**src/hdl/rsre_pkg.sv**
```systemverilog
// Shared types and constants of the round-trip smoothed rate estimator.
package rsre_pkg;

  // Field widths fixed by the interface.
  localparam int RTT_W      = 32;
  localparam int BYTES_W    = 32;
  localparam int WEIGHT_W   = 16;
  localparam int GAIN_W     = 16;
  localparam int BLOCK_W    = 25;
  localparam int CFG_DATA_W = 32;
  localparam int RATE_OUT_W = 48;

  // Microseconds per second, and the width that holds it.
  localparam int USEC_W = 20;
  localparam logic [USEC_W-1:0] USEC_PER_SEC = 20'd1000000;

  // bytes * gain * 1e6 before any scaling.
  localparam int PROD_W = BYTES_W + GAIN_W + USEC_W;

  // Eight bits per byte over the 256 of the Q8.8 gain leaves a net shift right by five.
  localparam int GAIN_BIT_SHIFT = 5;

  // Eight bits per byte in the block size divisor.
  localparam int BYTE_BIT_SHIFT = 3;

  // Reset values of the configuration registers.
  localparam logic [WEIGHT_W-1:0] WEIGHT_RESET   = 16'd8192;
  localparam logic [GAIN_W-1:0]   GAIN_RESET     = 16'd256;
  localparam logic [BLOCK_W-1:0]  BLOCK_RESET    = 25'd4096;
  localparam logic [RTT_W-1:0]    INIT_RTT_RESET = 32'd1000;

  localparam int MUL_CNT_W = $clog2(WEIGHT_W);

  typedef enum logic [1:0] {
    REG_SMOOTHING_WEIGHT = 2'd0,
    REG_RATE_GAIN        = 2'd1,
    REG_BLOCK_BYTES      = 2'd2,
    REG_INITIAL_RTT      = 2'd3
  } cfg_reg_t;

  typedef struct packed {
    logic [RTT_W-1:0]   rtt_us;
    logic [BYTES_W-1:0] moved_bytes;
  } sample_t;

  typedef struct packed {
    logic [RATE_OUT_W-1:0] rate_bps;
    logic [RATE_OUT_W-1:0] blocks_per_second;
    logic [RTT_W-1:0]      smoothed_rtt_us;
    logic                  rtt_zero;
  } result_t;

  typedef enum logic [2:0] {
    ST_IDLE,
    ST_MUL,
    ST_UPDATE,
    ST_CHECK,
    ST_DIV_RATE,
    ST_BLK_START,
    ST_DIV_BLK,
    ST_DONE
  } state_t;

  typedef struct packed {
    logic capture;
    logic mul_step;
    logic update;
    logic rate_max;
    logic div_rate_start;
    logic rate_load;
    logic div_blk_start;
    logic out_load;
  } cmd_t;

  typedef struct packed {
    logic s_zero;
    logic div_done;
  } status_t;

endpackage

```
**src/hdl/rsre_div.sv**
```systemverilog
// Serial restoring divider, one quotient bit per cycle, with quotient overflow flag.
module rsre_div #(
  parameter int NUM_W = 79,
  parameter int DEN_W = 48,
  parameter int QUO_W = 48,
  parameter int CNT_W = 7
) (
  input  logic             clk,
  input  logic             rst,
  input  logic             start,
  input  logic [NUM_W-1:0] dividend,
  input  logic [DEN_W-1:0] divisor,
  input  logic [CNT_W-1:0] count,
  output logic             done,
  output logic [QUO_W-1:0] quotient,
  output logic             overflow
);

  logic             busy;
  logic [CNT_W-1:0] cnt;
  logic [NUM_W-1:0] num;
  logic [DEN_W-1:0] den;
  logic [DEN_W-1:0] rem;
  logic [DEN_W:0]   trial;
  logic             fits;

  assign trial = {rem, num[NUM_W-1]};
  assign fits  = (trial >= {1'b0, den});

  always_ff @(posedge clk) begin
    if (rst) begin
      busy <= 1'b0;
      done <= 1'b0;
      cnt  <= '0;
    end else begin
      done <= 1'b0;
      if (start) begin
        busy <= 1'b1;
        cnt  <= count;
      end else if (busy) begin
        cnt <= cnt - CNT_W'(1);
        if (cnt == CNT_W'(1)) begin
          busy <= 1'b0;
          done <= 1'b1;
        end
      end
    end
  end

  always_ff @(posedge clk) begin
    if (start) begin
      num      <= dividend;
      den      <= divisor;
      rem      <= '0;
      quotient <= '0;
      overflow <= 1'b0;
    end else if (busy) begin
      num      <= num << 1;
      rem      <= fits ? DEN_W'(trial - {1'b0, den}) : trial[DEN_W-1:0];
      quotient <= {quotient[QUO_W-2:0], fits};
      overflow <= overflow | quotient[QUO_W-1];
    end
  end

endmodule

```
**src/hdl/rsre_ctrl.sv**
```systemverilog
// Sequencing state machine of the rate estimator and the result valid flag.
module rsre_ctrl (
  input  logic              clk,
  input  logic              rst,
  input  logic              sample_valid,
  output logic              sample_ready,
  output logic              result_valid,
  input  logic              result_ready,
  input  rsre_pkg::status_t st,
  output rsre_pkg::cmd_t    cmd
);

  rsre_pkg::state_t                state, state_next;
  logic [rsre_pkg::MUL_CNT_W-1:0]  cnt, cnt_next;

  always_ff @(posedge clk) begin
    if (rst) begin
      state        <= rsre_pkg::ST_IDLE;
      cnt          <= '0;
      result_valid <= 1'b0;
    end else begin
      state <= state_next;
      cnt   <= cnt_next;
      if (cmd.out_load) begin
        result_valid <= 1'b1;
      end else if (result_ready) begin
        result_valid <= 1'b0;
      end
    end
  end

  always_comb begin
    state_next   = state;
    cnt_next     = cnt;
    cmd          = '0;
    sample_ready = 1'b0;
    case (state)
      rsre_pkg::ST_IDLE: begin
        sample_ready = 1'b1;
        if (sample_valid) begin
          cmd.capture = 1'b1;
          cnt_next    = '0;
          state_next  = rsre_pkg::ST_MUL;
        end
      end
      rsre_pkg::ST_MUL: begin
        cmd.mul_step = 1'b1;
        cnt_next     = cnt + rsre_pkg::MUL_CNT_W'(1);
        if (cnt == rsre_pkg::MUL_CNT_W'(rsre_pkg::WEIGHT_W - 1)) begin
          state_next = rsre_pkg::ST_UPDATE;
        end
      end
      rsre_pkg::ST_UPDATE: begin
        cmd.update = 1'b1;
        state_next = rsre_pkg::ST_CHECK;
      end
      rsre_pkg::ST_CHECK: begin
        if (st.s_zero) begin
          cmd.rate_max = 1'b1;
          state_next   = rsre_pkg::ST_BLK_START;
        end else begin
          cmd.div_rate_start = 1'b1;
          state_next         = rsre_pkg::ST_DIV_RATE;
        end
      end
      rsre_pkg::ST_DIV_RATE: begin
        if (st.div_done) begin
          cmd.rate_load = 1'b1;
          state_next    = rsre_pkg::ST_BLK_START;
        end
      end
      rsre_pkg::ST_BLK_START: begin
        cmd.div_blk_start = 1'b1;
        state_next        = rsre_pkg::ST_DIV_BLK;
      end
      rsre_pkg::ST_DIV_BLK: begin
        if (st.div_done) begin
          state_next = rsre_pkg::ST_DONE;
        end
      end
      rsre_pkg::ST_DONE: begin
        if (!result_valid || result_ready) begin
          cmd.out_load = 1'b1;
          state_next   = rsre_pkg::ST_IDLE;
        end
      end
      default: begin
        state_next = rsre_pkg::ST_IDLE;
      end
    endcase
  end

endmodule

```
**src/hdl/rsre_dp.sv**
```systemverilog
// Datapath: smoothed round-trip time, serial weight multiply, rate and block divisions.
module rsre_dp #(
  parameter int RTT_FRAC_BITS = 16,
  parameter int RATE_WIDTH    = 48
) (
  input  logic                              clk,
  input  logic                              rst,
  input  rsre_pkg::cmd_t                    cmd,
  output rsre_pkg::status_t                 st,
  input  rsre_pkg::sample_t                 sample,
  input  logic [rsre_pkg::WEIGHT_W-1:0]     weight,
  input  logic [rsre_pkg::GAIN_W-1:0]       gain,
  input  logic [rsre_pkg::BLOCK_W-1:0]      block_bytes,
  input  logic                              init_load,
  input  logic [rsre_pkg::RTT_W-1:0]        init_rtt,
  output rsre_pkg::result_t                 result
);

  localparam int SW    = rsre_pkg::RTT_W + RTT_FRAC_BITS;
  localparam int AW    = SW + 1 + rsre_pkg::WEIGHT_W;
  localparam int NUM_W = rsre_pkg::PROD_W + RTT_FRAC_BITS - rsre_pkg::GAIN_BIT_SHIFT;
  localparam int CNT_W = $clog2(NUM_W + 1);
  localparam int BG_W  = rsre_pkg::BYTES_W + rsre_pkg::GAIN_W;

  logic [SW-1:0]                     s;
  logic signed [SW:0]                diff;
  logic signed [AW-1:0]              mcand;
  logic signed [AW-1:0]              acc;
  logic signed [AW-1:0]              s_sum;
  logic [rsre_pkg::WEIGHT_W-1:0]     wsh;
  logic [rsre_pkg::BYTES_W-1:0]      bytes_q;
  logic [BG_W-1:0]                   bg;
  logic [rsre_pkg::PROD_W-1:0]       prod;
  logic [RATE_WIDTH-1:0]             rate;
  logic                              zero;
  logic [rsre_pkg::BLOCK_W-1:0]      bb_eff;

  logic                              div_start;
  logic [NUM_W-1:0]                  div_num;
  logic [SW-1:0]                     div_den;
  logic [CNT_W-1:0]                  div_cnt;
  logic                              div_done;
  logic [RATE_WIDTH-1:0]             div_quo;
  logic                              div_ovf;

  // New sample minus the current smoothed time, both in Q32.F.
  assign diff  = $signed({1'b0, sample.rtt_us, {RTT_FRAC_BITS{1'b0}}}) - $signed({1'b0, s});
  assign s_sum = $signed(AW'(s)) + (acc >>> rsre_pkg::WEIGHT_W);

  always_ff @(posedge clk) begin
    if (rst) begin
      s <= SW'(rsre_pkg::INIT_RTT_RESET) << RTT_FRAC_BITS;
    end else if (init_load) begin
      s <= SW'(init_rtt) << RTT_FRAC_BITS;
    end else if (cmd.update) begin
      s <= s_sum[SW-1:0];
    end
  end

  // Shift-add multiply of weight by the difference, one weight bit a cycle.
  always_ff @(posedge clk) begin
    if (cmd.capture) begin
      mcand   <= AW'(diff);
      acc     <= '0;
      wsh     <= weight;
      bytes_q <= sample.moved_bytes;
    end else if (cmd.mul_step) begin
      if (wsh[0]) begin
        acc <= acc + mcand;
      end
      mcand <= mcand <<< 1;
      wsh   <= wsh >> 1;
    end
  end

  // Two registered products: bytes*gain, then *1e6.
  always_ff @(posedge clk) begin
    bg   <= bytes_q * gain;
    prod <= bg * rsre_pkg::USEC_PER_SEC;
  end

  assign bb_eff    = (block_bytes == '0) ? rsre_pkg::BLOCK_W'(1) : block_bytes;
  assign div_start = cmd.div_rate_start | cmd.div_blk_start;

  always_comb begin
    if (cmd.div_blk_start) begin
      div_num = NUM_W'(rate) << (NUM_W - RATE_WIDTH);
      div_den = SW'(bb_eff) << rsre_pkg::BYTE_BIT_SHIFT;
      div_cnt = CNT_W'(RATE_WIDTH);
    end else begin
      div_num = NUM_W'(prod) << (RTT_FRAC_BITS - rsre_pkg::GAIN_BIT_SHIFT);
      div_den = s;
      div_cnt = CNT_W'(NUM_W);
    end
  end

  rsre_div #(
    .NUM_W (NUM_W),
    .DEN_W (SW),
    .QUO_W (RATE_WIDTH),
    .CNT_W (CNT_W)
  ) u_div (
    .clk      (clk),
    .rst      (rst),
    .start    (div_start),
    .dividend (div_num),
    .divisor  (div_den),
    .count    (div_cnt),
    .done     (div_done),
    .quotient (div_quo),
    .overflow (div_ovf)
  );

  always_ff @(posedge clk) begin
    if (cmd.rate_max) begin
      rate <= '1;
      zero <= 1'b1;
    end else if (cmd.div_rate_start) begin
      zero <= 1'b0;
    end else if (cmd.rate_load) begin
      rate <= div_ovf ? '1 : div_quo;
    end
  end

  always_ff @(posedge clk) begin
    if (cmd.out_load) begin
      result.rate_bps          <= rsre_pkg::RATE_OUT_W'(rate);
      result.blocks_per_second <= (div_quo == '0) ? rsre_pkg::RATE_OUT_W'(1)
                                                  : rsre_pkg::RATE_OUT_W'(div_quo);
      result.smoothed_rtt_us   <= s[SW-1:RTT_FRAC_BITS];
      result.rtt_zero          <= zero;
    end
  end

  assign st.s_zero   = (s == '0);
  assign st.div_done = div_done;

endmodule

```
**src/hdl/rtt_smoothed_rate_estimator_unit.sv**
```systemverilog
// A sample beat runs through the weight multiply, the update and the serial divider, which
// gives one quotient bit per cycle and serves the rate and block divisions in turn; a zero
// smoothed time skips the rate division. The rate dividend is 63 + RTT_FRAC_BITS bits wide.
// One sample at a time: a new sample beat is taken only after the last result is loaded.
// Reset (synchronous, active high) loads the register defaults, sets the smoothed time
// to 1000 us and empties the result register; there is no clearing pass.
module rtt_smoothed_rate_estimator_unit #(
  parameter int RTT_FRAC_BITS = 16,
  parameter int RATE_WIDTH    = 48
) (
  input  logic                                clk,
  input  logic                                rst,
  input  logic                                sample_valid,
  output logic                                sample_ready,
  input  rsre_pkg::sample_t                   sample,
  output logic                                result_valid,
  input  logic                                result_ready,
  output rsre_pkg::result_t                   result,
  input  logic                                cfg_we,
  input  logic [1:0]                          cfg_index,
  input  logic [rsre_pkg::CFG_DATA_W-1:0]     cfg_data
);

  localparam logic [rsre_pkg::RATE_OUT_W-1:0] RATE_MAX_OUT =
    rsre_pkg::RATE_OUT_W'({RATE_WIDTH{1'b1}});

  // Configuration registers. Writes must arrive only while the unit is idle (the user's
  // duty; the unit does not enforce it), as the datapath reads them directly without a shadow copy.
  logic [rsre_pkg::WEIGHT_W-1:0] smoothing_weight;
  logic [rsre_pkg::GAIN_W-1:0]   rate_gain;
  logic [rsre_pkg::BLOCK_W-1:0]  block_bytes;
  logic                          init_load;

  rsre_pkg::cmd_t    cmd;
  rsre_pkg::status_t st;

  always_ff @(posedge clk) begin
    if (rst) begin
      smoothing_weight <= rsre_pkg::WEIGHT_RESET;
      rate_gain        <= rsre_pkg::GAIN_RESET;
      block_bytes      <= rsre_pkg::BLOCK_RESET;
    end else if (cfg_we) begin
      case (cfg_index)
        rsre_pkg::REG_SMOOTHING_WEIGHT: smoothing_weight <= cfg_data[rsre_pkg::WEIGHT_W-1:0];
        rsre_pkg::REG_RATE_GAIN:        rate_gain        <= cfg_data[rsre_pkg::GAIN_W-1:0];
        rsre_pkg::REG_BLOCK_BYTES:      block_bytes      <= cfg_data[rsre_pkg::BLOCK_W-1:0];
        default: ;
      endcase
    end
  end

  // Writing the initial round-trip time restarts the smoothed estimate from it.
  assign init_load = cfg_we && (cfg_index == rsre_pkg::REG_INITIAL_RTT);

  // The controller walks each sample through multiply, update, rate division (skipped for a zero
  // smoothed time) and block division; the result register lets a new sample beat be taken while a result still waits.
  rsre_ctrl u_ctrl (
    .clk          (clk),
    .rst          (rst),
    .sample_valid (sample_valid),
    .sample_ready (sample_ready),
    .result_valid (result_valid),
    .result_ready (result_ready),
    .st           (st),
    .cmd          (cmd)
  );

  rsre_dp #(
    .RTT_FRAC_BITS (RTT_FRAC_BITS),
    .RATE_WIDTH    (RATE_WIDTH)
  ) u_dp (
    .clk         (clk),
    .rst         (rst),
    .cmd         (cmd),
    .st          (st),
    .sample      (sample),
    .weight      (smoothing_weight),
    .gain        (rate_gain),
    .block_bytes (block_bytes),
    .init_load   (init_load),
    .init_rtt    (cfg_data[rsre_pkg::RTT_W-1:0]),
    .result      (result)
  );

  // A new result is never written over one that is still waiting to be taken.
  a_no_overwrite: assert property (@(posedge clk) disable iff (rst)
    cmd.out_load |-> !(result_valid && !result_ready))
    else $error("result register overwritten while a beat was pending");

  // A zero smoothed time always comes with the saturated rate.
  a_zero_forces_max: assert property (@(posedge clk) disable iff (rst)
    (result_valid && result.rtt_zero) |-> (result.rate_bps == RATE_MAX_OUT))
    else $error("rtt_zero set without maximum rate");

  // Blocks per second is clamped to at least one.
  a_blocks_nonzero: assert property (@(posedge clk) disable iff (rst)
    result_valid |-> (result.blocks_per_second != '0))
    else $error("blocks_per_second is zero");

endmodule
```
**config.mk**
```make
export PLATFORM = sky130hd
export DESIGN_NAME = rtt_smoothed_rate_estimator_unit
export DESIGN_NICKNAME = d
export VERILOG_FILES = /design/src/hdl/rsre_pkg.sv /design/src/hdl/rsre_div.sv /design/src/hdl/rsre_ctrl.sv /design/src/hdl/rsre_dp.sv /design/src/hdl/rtt_smoothed_rate_estimator_unit.sv
export SDC_FILE = /design/constraint.sdc
export NUM_CORES = 2
export LEC_CHECK = 0
export ABC_CLOCK_PERIOD_IN_PS = 8900
export BUFFER_PORTS_ARGS = -buffer_cell sky130_fd_sc_hd__buf_2
export CORE_MARGIN = 3
export CORE_UTILIZATION = 40
export CTS_CLUSTER_DIAMETER = 60
export CTS_CLUSTER_SIZE = 24
export DETAILED_ROUTE_END_ITERATION = 16
export PLACE_DENSITY = 0.53
export SYNTH_ARGS = -nofsm -noshare
export SYNTH_HDL_FRONTEND = slang
export SYNTH_SLANG_ARGS = --single-unit
export TNS_END_PERCENT = 1
```
**constraint.sdc**
```tcl
create_clock -name clk -period 8.9 [get_ports clk]
set_input_delay 1.335 -clock clk [delete_from_list [all_inputs] [get_ports clk]]
set_output_delay 1.335 -clock clk [all_outputs]
set_load 0.02 [all_outputs]
```
==> metrics.cfg <==
[cts]
clkSinkCount=793
cts_buffers=94
cts_hold_buf=0
postCtsSetupRepairBufs=0
post_cts_resized=0
clock_latency_ns=0.74
clock-root-buffer=clkbuf_16
cts_tree=built
clk_pin_slew_ns=0.07
htree_levels=3
clk_path_buf_depth=3

[drt]
firstDrtPassIters=6
ant_nets=0
drc=0
vias=48930
wirelength_mm=182.5
routedWlPerCell_um=19.46
drt-vias-per-instance=5.220
drtIter0Drc=3393

[die]
die_w_um=408.4
rows=147
core_area_um2=160800
io-pin-count=234
die_h_um=408.4
dieArea_um2=166800
initial_core_util_pct=40.28

[placement]
gp_congestion=0.8931
dp_hpwl_mm=141.9
placedCellCount=9194
numPortBuffers=233

[synthesis]
async_flop_share_pct=0
yosys-mux-area-fraction_pct=0.9989
synth_top_family_by_area=adder cells
yosys_register_bits=793
synth_xor_xnor_area_share_pct=3.746
synth.top_cells.by_count=nand2_1, inv_1, fa_1, ha_1, a21oi_1
ys_types=79
synth_fp_nets=8333
synthAdderAreaFrac_pct=29.69
synth_area_leaders=fa_1, edfxtp_1, dfxtp_1
synth_top_area_share_pct=19.66
yosys.area_share.simple_pct=14.53
ys_seq_area_share_pct=29.94
synth_flop_cell=dfxtp_1
syn_area_um2=64760
synth_compound_area_share_pct=13.48
synth_most_common_cell=nand2_1
yosys_warnings=0
syn_inst=7075
yosys.area.top_type=fa_1
syn_area_per_cell_um2=9.153
synth-edff-count=351

[worst_setup_path]
r2r-start=rate_gain[8]
crit_top_cell=fa_1
critPathLaunchType=register
reg2reg_to=u_dp.bg[47]
path_max_fanout=22
critPathMaxStageDelay_ns=0.96
crit_required_ns=9.50
crit_family=adder cells
cp_cell_sequence=nand2_1 -> fa_1 -> inv_1 -> fa_1 -> inv_1 -> fa_1 -> inv_1 -> fa_1 -> fa_1 -> inv_1 -> fa_1 -> inv_1 -> ha_1 -> nand4_1 -> o21a_1 -> nor4_1 -> a2111oi_0 -> nor3_1 -> a21o_1 -> a2111o_1 -> a31oi_1 -> o41ai_1 -> xnor2_1
path_buf_inv=5
crit_type=reg -> reg
worst_ep_arrival_time_ns=8.11
worstRegToRegCells=23
cp-end-kind=register
rrSetupSlack_ns=1.39
cp_slowest_cell=dfxtp_1

[grt]
gr-usage-met3_pct=3.250
grt.busiest_layer=met2
use_met2_pct=33.33
overflow=0
grt_antenna_before_repair=3
grt_pass1_vias=48780
grt.total_usage_pct=21.66
grt_pass1_wl_mm=287.2
grt_max_degree=96
use_met1_pct=31.84

[cells_and_area]
stdcell_count=9374
finish.utilization_pct=44.38
drive_gt1_share_pct=7.280
n_fill_cell=15770
multiInputGateArea_um2=40540
regArea_um2=19390
finalNetCount=8388
syn_to_final_growth_pct=10.16

[flow_run]
maxCapViolations=0

[timing]
clock_skew_ns=0.05325
slew_violations=0
max_freq_mhz=133.1
worst_pin_slew_ns=1.098
hold_viol=0
relSlewSlack_pct=25.87
grt_setup_unrepaired=no
period_share_pct=84.44
fin_crit_ns=7.515
setup_viol=0
setup_tns_ns=0

[hold_path]
hold_depth=0
holdPathEnd=u_dp.result[0]
hold_start=u_dp.zero
min_path_type=reg -> reg

[run_status]
status=complete, no violations

-- layer usage --
layer	up-vias	wire length, um
met2	1232	79860
met1	23950	88420
li1	23540	-
met5	-	27
met3	197	10090
met4	4	4065
-- worst register-to-register path: stages (launching register included) --
cell and delay, ns:
dfxtp_1 0.96, nand2_1 0.20, fa_1 0.56, inv_1 0.06, fa_1 0.50, inv_1 0.06, fa_1 0.55, inv_1 0.06
fa_1 0.45, fa_1 0.49, inv_1 0.05, fa_1 0.47, inv_1 0.04, ha_1 0.37, nand4_1 0.17, o21a_1 0.27
nor4_1 0.34, a2111oi_0 0.18, nor3_1 0.45, a21o_1 0.21, a2111o_1 0.19, a31oi_1 0.16, o41ai_1 0.47, xnor2_1 0.13
-- cells in the final DEF, fill, tap and decap left out, types with 65 or more instances in the layout --
master,n
nand2_1,985
inv_1,972
fa_1,636
ha_1,519
a21oi_1,467
dfxtp_1,441
nor2_1,387
edfxtp_1,351
o21ai_0,311
and2_1,236
buf_2,232
a21o_1,193
xnor2_1,176
nor3_1,108
xor2_1,101
clkbuf_16,97
nand3_1,65
buf_4,65
-- cells by family after synthesis --
family                     Yosys count
and+or+nand+nor                   2074
AOI/OAI and AO/OA                 1400
buffers and inverters             1312
xor gates and xnor gates           277
DFF                                793
adders and majority gates         1155
muxes                               64
-- through the flow --
stage | area [um^2] | hold slack (ns) | worst slack (ns)
finish | 71340 | 0.4498 | 1.385
global route | 71330 | 0.4745 | 0.8968
CTS | 71330 | 0.4524 | 1.338
detailed placement | 67940 | 0.4244 | 1.376
global placement | 67940 | 0.4197 | 1.470
floorplan | 64760 | 0.4019 | 1.105
-- final cells by class --
class / count / share of cell area [%]
tap: 2160 / 3.789
timing repair buffer: 297 / 2.312
multi-input combinational: 4970 / 56.82
inverter: 974 / 5.132
clock buffer: 105 / 3.445
clock inverter: 73 / 1.308
sequential: 793 / 27.18
antenna: 2 / 0.007016
-- flip-flops by register name (all words and copies together) (netlist names), 62 cells and up --
| name | cells |
|---|---|
| u_dp.u_div.num | 62 |
| u_dp.result | 129 |
| u_dp.prod | 62 |
| u_dp.acc | 64 |
| u_dp.mcand | 64 |
-- worst max-delay path by stage --
stage	from	slack, ns	depth (start not counted)	to
after floorplan	result_ready	1.10	2	u_dp.result[0]
after global placement	rate_gain[1]	1.47	24	u_dp.bg[47]
after detailed placement	rate_gain[1]	1.38	24	u_dp.bg[47]
after CTS	rate_gain[8]	1.34	23	u_dp.bg[47]
after global routing	rate_gain[1]	0.90	24	u_dp.bg[47]
final	rate_gain[8]	1.39	23	u_dp.bg[47]
Power is left out: the tool's default activity adds up to more than one toggle a clock period on the data nets, which glitch-free logic cannot reach.
